## config.mk

```make
export PLATFORM = sky130hd
export DESIGN_NAME = tmp_time
export DESIGN_NICKNAME = d
export VERILOG_FILES = /design/src/hw/rtl/tmp_pkg.sv /design/src/hw/rtl/tmp_time.sv
export SDC_FILE = /design/constraint.sdc
export NUM_CORES = 2
export LEC_CHECK = 0
export ABC_AREA = 1
export BUFFER_PORTS_ARGS = -buffer_cell sky130_fd_sc_hd__buf_2
export CORE_UTILIZATION = 33
export CTS_CLUSTER_DIAMETER = 50
export DETAILED_ROUTE_END_ITERATION = 12
export PLACE_DENSITY = 0.51
export SYNTH_ARGS = -nofsm -noshare
export SYNTH_HDL_FRONTEND = slang
export SYNTH_SLANG_ARGS = --single-unit
```

## constraint.sdc

```tcl
create_clock -name aclk -period 11.2 [get_ports aclk]
set_input_delay 2.24 -clock aclk [delete_from_list [all_inputs] [get_ports aclk]]
set_output_delay 2.24 -clock aclk [all_outputs]
set_load 0.005 [all_outputs]
```

## src/hw/rtl/tmp_pkg.sv

```systemverilog
package tmp_pkg;

    localparam int FRAC_BITS  = 16;
    localparam int DATA_W     = 32;
    localparam int STEP_W     = 16;
    localparam int TALL_W     = DATA_W + 2;
    localparam int DIV_STAGES = STEP_W / 2;
    localparam int DIVN_W     = 64;
    localparam int DIVD_W     = DATA_W + 1;

    typedef enum logic [1:0] {
        REG_DIST  = 2'd0,
        REG_ACCEL = 2'd1,
        REG_SPEED = 2'd2,
        REG_COUNT = 2'd3
    } tmp_reg_t;

    typedef enum logic [1:0] {
        PH_ACCEL  = 2'd0,
        PH_CRUISE = 2'd1,
        PH_DECEL  = 2'd2
    } tmp_phase_t;

    typedef enum logic [2:0] {
        ST_IDLE,
        ST_MUL,
        ST_PICK,
        ST_SQRT,
        ST_DIV_D1,
        ST_DIV_T1,
        ST_DIV_T2,
        ST_DIV_Q
    } tmp_state_t;

    // Profile constants derived from the configuration
    typedef struct packed {
        logic                ready;
        logic [DATA_W-1:0]   distance;
        logic [STEP_W-1:0]   count;
        logic [DATA_W-1:0]   a_eff;
        logic [DATA_W-1:0]   v_eff;
        logic [DATA_W-1:0]   t1;
        logic [DATA_W-1:0]   t2;
        logic [TALL_W-1:0]   tall;
        logic [TALL_W-1:0]   q0;
        logic [STEP_W-1:0]   r0;
        logic [STEP_W-1:0]   dn;
    } tmp_setup_t;

    function automatic logic [DATA_W-1:0] sat32(input logic [63:0] v);
        logic [DATA_W-1:0] r;
        r = (|v[63:DATA_W]) ? '1 : v[DATA_W-1:0];
        return r;
    endfunction

endpackage

```

## src/hw/rtl/tmp_time.sv

```systemverilog
module tmp_time (
    input  logic                          aclk,
    input  logic                          aresetn,
    input  logic                          adv,
    input  logic                          in_valid,
    input  logic [tmp_pkg::STEP_W-1:0]    in_index,
    input  tmp_pkg::tmp_setup_t           setup,
    output logic                          out_valid,
    output logic [tmp_pkg::TALL_W-1:0]    out_t,
    output logic                          out_big
);
    localparam int NS = tmp_pkg::DIV_STAGES;
    localparam int SW = tmp_pkg::STEP_W;
    localparam int TW = tmp_pkg::TALL_W;
    localparam int QW = TW + SW;

    logic            s0_valid_reg, s0_big_reg;
    logic [QW-1:0]   s0_qi_reg;
    logic [2*SW-1:0] s0_ri_reg;

    logic            dv_valid_reg [NS];
    logic            dv_big_reg   [NS];
    logic [SW-1:0]   dv_rem_reg   [NS];
    logic [SW-1:0]   dv_lo_reg    [NS];
    logic [SW-1:0]   dv_quot_reg  [NS];
    logic [TW-1:0]   dv_qi_reg    [NS];

    logic            t_valid_reg, t_big_reg;
    logic [TW-1:0]   t_reg;

    // t = q0*i + (r0*i)/dn, where tall = q0*dn + r0
    always_ff @(posedge aclk) begin
        if (!aresetn) s0_valid_reg <= 1'b0;
        else if (adv) s0_valid_reg <= in_valid;
    end

    always_ff @(posedge aclk) begin
        if (adv) begin
            s0_qi_reg  <= QW'(setup.q0) * QW'(in_index);
            s0_ri_reg  <= (2*SW)'(setup.r0) * (2*SW)'(in_index);
            s0_big_reg <= (in_index >= setup.count);
        end
    end

    for (genvar k = 0; k < NS; k++) begin : g_div
        logic          p_valid, p_big;
        logic [SW-1:0] p_rem, p_lo, p_quot;
        logic [TW-1:0] p_qi;
        logic [SW:0]   sh_a, sh_b;
        logic [SW-1:0] rem_a, rem_b;
        logic          q_a, q_b;

        if (k == 0) begin : g_first
            assign p_valid = s0_valid_reg;
            assign p_big   = s0_big_reg;
            assign p_rem   = s0_ri_reg[2*SW-1:SW];
            assign p_lo    = s0_ri_reg[SW-1:0];
            assign p_quot  = '0;
            assign p_qi    = s0_qi_reg[TW-1:0];
        end else begin : g_next
            assign p_valid = dv_valid_reg[k-1];
            assign p_big   = dv_big_reg[k-1];
            assign p_rem   = dv_rem_reg[k-1];
            assign p_lo    = dv_lo_reg[k-1];
            assign p_quot  = dv_quot_reg[k-1];
            assign p_qi    = dv_qi_reg[k-1];
        end

        // Two restoring steps per stage
        always_comb begin
            sh_a  = {p_rem, p_lo[SW-1]};
            q_a   = (sh_a >= {1'b0, setup.dn});
            rem_a = q_a ? SW'(sh_a - {1'b0, setup.dn}) : sh_a[SW-1:0];
            sh_b  = {rem_a, p_lo[SW-2]};
            q_b   = (sh_b >= {1'b0, setup.dn});
            rem_b = q_b ? SW'(sh_b - {1'b0, setup.dn}) : sh_b[SW-1:0];
        end

        always_ff @(posedge aclk) begin
            if (!aresetn) dv_valid_reg[k] <= 1'b0;
            else if (adv) dv_valid_reg[k] <= p_valid;
        end

        always_ff @(posedge aclk) begin
            if (adv) begin
                dv_big_reg[k]  <= p_big;
                dv_rem_reg[k]  <= rem_b;
                dv_lo_reg[k]   <= {p_lo[SW-3:0], 2'b00};
                dv_quot_reg[k] <= {p_quot[SW-3:0], q_a, q_b};
                dv_qi_reg[k]   <= p_qi;
            end
        end
    end

    always_ff @(posedge aclk) begin
        if (!aresetn) t_valid_reg <= 1'b0;
        else if (adv) t_valid_reg <= dv_valid_reg[NS-1];
    end

    always_ff @(posedge aclk) begin
        if (adv) begin
            t_reg     <= dv_qi_reg[NS-1] + TW'(dv_quot_reg[NS-1]);
            t_big_reg <= dv_big_reg[NS-1];
        end
    end

    assign out_valid = t_valid_reg;
    assign out_t     = t_reg;
    assign out_big   = t_big_reg;

endmodule

```

==> qor.yml <==
hold_ws_ns: 0.389
gp_congestion: 0.871
grt_pass1_vias: 43300
synth_nets: 7961
fp.dieArea_mm2: 0.178
cts_buffers: 82
r2r_slack_ns: 6.51
clk_pin_slew_worst_paths_ns: 0.06
fillCellCount: 17800
fp.dieW_um: 422
final-hold-violation-count: 0
slew_headroom: 0.315
r2r-end: "dv_rem_reg[3][0]"
skew_ns: 0.0616
cts_hold_buffers: 0
netlist_area_mm2: 0.0581
finalCritPeriodShare: 0.710
critPathKind: "input pin to flip-flop"
wirelength_um: 154000
critPathTopFamily: "adder cells"
hold_class: "flip-flop to flip-flop"
tightest_slew_ns: 1.03
final_common_cell: "nand2_1"
clock-root-buffer: "clkbuf_16"
track_usage: 0.173
yosys-top-cells-area: "edfxtp_1 (33%), fa_1 (19%), nand2_1 (13%), ha_1 (9.9%), inv_1 (7.8%)"
cp-end-kind: "flip-flop"
antenna_found_initial: 6
drv_slew: 0
num_vias: 43000
io_buffers: 137
drive_above_1_share: 0.0669
cp-endpoint: "s0_qi_reg[25]"
final_cell_mix: "nand2_1 (1,950), inv_1 (1,211), edfxtp_1 (629)"
syn_avg_cell_area_um2: 8.72
rr_worst_depth: 23
cp.required_ns: 11.64
ys_types: 55
r2r-start: "dv_rem_reg[2][3]"
grt_max_degree: 185
core_mm2: 0.174
avgViaCountPerCell: 4.71
grt_pass1_wl_um: 243000
critical-path-slowest-cell: "fa_1"
largest_register_ffs: 272
detail-route-antenna-nets: 0
final_cell_area_mm2: 0.0639
yosys.area.top_type: "edfxtp_1"
synth_cells: 6663
outcome: "finished clean"
synth_top_area_frac: 0.325
dp.cells: 8978
startpoint_type: "input pin"
area_growth_pct: 10.0
clockBufferDepth: 3
rsz0062_at_grt: "no"
dpl-instance-area_mm2: 0.0611
die_y_um: 422
post_cts_buffers: 0
min_period_ns: 7.95
drt-initial-drc-count: 2782
grt-ovfl-total: 0
critPathMaxFanout: 27
fmax_mhz: 126
h-tree-depth: 3
wl_per_cell_um: 16.8
drc: 0
path_depth: 21
clk_latency_ns: 0.70
cp_cell_sequence: "buf_2 -> buf_4 -> nand2_1 -> fa_1 -> fa_1 -> fa_1 -> inv_1 -> fa_1 -> fa_1 -> inv_1 -> fa_1 -> inv_1 -> ha_1 -> nand2_1 -> nor2_1 -> nand4_1 -> o21ai_0 -> a21o_1 -> nand2_1 -> nand3_1 -> nand2_1"
drv_cap: 0
place_hpwl_um: 116000
yosysWarnings: 0
ys_seq_area_frac: 0.326
crit_top_cell: "fa_1"
cts.sinks: 632
crit_path_max_incr_delay_ns: 0.53
start_util: 0.333
cts_resized: 0
dr.pass1.iters: 7
cp-startpoint: "in_index[1]"
cp.buffers_inverters: 5
fin_setup_tns_ns: 0
cp.arrival_ns: 8.39
final_cells: 9131
num_io_pins: 333
final-setup-viol-count: 0
synth_seq_cells: 632
num_rows: 153
final_nets: 8035
tritoncts: "built"
==> cell type report <==
type	instances	area, µm²	share of cell area
multi-input cells	4623	33700	0.527
flip-flops and latches	632	18900	0.297
inverters	1224	4600	0.0719
well taps	2325	2910	0.0455
clock buffers	90	2080	0.0326
repair buffers	174	986	0.0154
clock inverters	62	706	0.0110
diodes	1	2.50	0.0000392
==> stage by stage <==
stage | utilization | setup slack, ns
2_1_floorplan | - | 3.62
3_3_place_gp | 0.350 | 2.60
3_5_place_dp | 0.350 | 2.55
4_1_cts | 0.366 | 3.35
5_1_grt | 0.366 | 2.94
6_report | 0.366 | 3.25
==> cell families (layout without fill, tap and decap cells) <==
logic type / Yosys count / in the layout / synth area share
buffers and inverters: 1408 / 1550 / 0.0940
AND/OR/NAND/NOR: 2686 / 2686 / 0.190
XOR/XNOR: 237 / 237 / 0.0357
AO/OA/AOI/OAI: 699 / 699 / 0.0686
adder cells (fa/ha/maj): 1001 / 1001 / 0.286
other: 0 / 1 / 0
flip-flops: 632 / 632 / 0.326
==> worst min-delay path by stage <==
| stage | slack (ns) | endpoint | cells after the start | from |
|---|---|---|---|---|
| final | 0.39 | dv_qi_reg[1][73] | 0 | dv_qi_reg[1][39] |
| after global placement | 0.40 | dv_lo_reg[3][13] | 0 | dv_lo_reg[2][11] |
| after CTS | 0.39 | dv_qi_reg[1][73] | 0 | dv_qi_reg[1][39] |
| after floorplan | 0.40 | dv_big_reg[0] | 0 | g_div[0].p_big |
| after global routing | 0.39 | dv_qi_reg[1][73] | 0 | dv_qi_reg[1][39] |
| after detailed placement | 0.40 | dv_lo_reg[0][2] | 0 | s0_ri_reg[2] |
==> cell usage after synthesis (all sizes together) <==
| cell | n |
|---|---|
| inv | 1224 |
| a31o | 3 |
| o21ai | 251 |
| nor3b | 1 |
| nand2 | 1984 |
| nand4 | 45 |
| o21bai | 17 |
| a21oi | 326 |
| o221ai | 4 |
| xnor2 | 95 |
| o21a | 10 |
| edfxtp | 629 |
| dfxtp | 3 |
| nor4 | 13 |
| or2 | 35 |
| a211oi | 1 |
| a21boi | 12 |
| nand3b | 23 |
| nand3 | 232 |
| xor2 | 142 |
| and2 | 1 |
| nor3 | 36 |
| a21o | 40 |
| a31oi | 20 |
| clkbuf | 142 |
| buf | 42 |
| o211ai | 8 |
| o31ai | 2 |
| fa | 542 |
| and3 | 1 |
| nand2b | 1 |
| ha | 459 |
| a41oi | 5 |
| nor2 | 314 |
==> worst register-to-register path, delay by kind of cell (launching register included) <==
kind	cells	cell delay (ns)
AO/OA/AOI/OAI	5	1.23
adder cells (fa/ha/maj)	2	0.72
buffers and inverters	2	0.27
flip-flops	1	0.43
AND/OR/NAND/NOR	14	1.77
==> layer usage <==
layer  routed length, µm  global-route usage  part of all wire
met5                  10                   0          0.000065
met4                3100              0.0434             0.020
met3                5940              0.0172             0.039
met2               69400               0.278              0.45
met1               75100               0.249              0.49
Power is left out: the tool's default activity adds up to more than one toggle a clock period on the data nets, which glitch-free logic cannot reach.
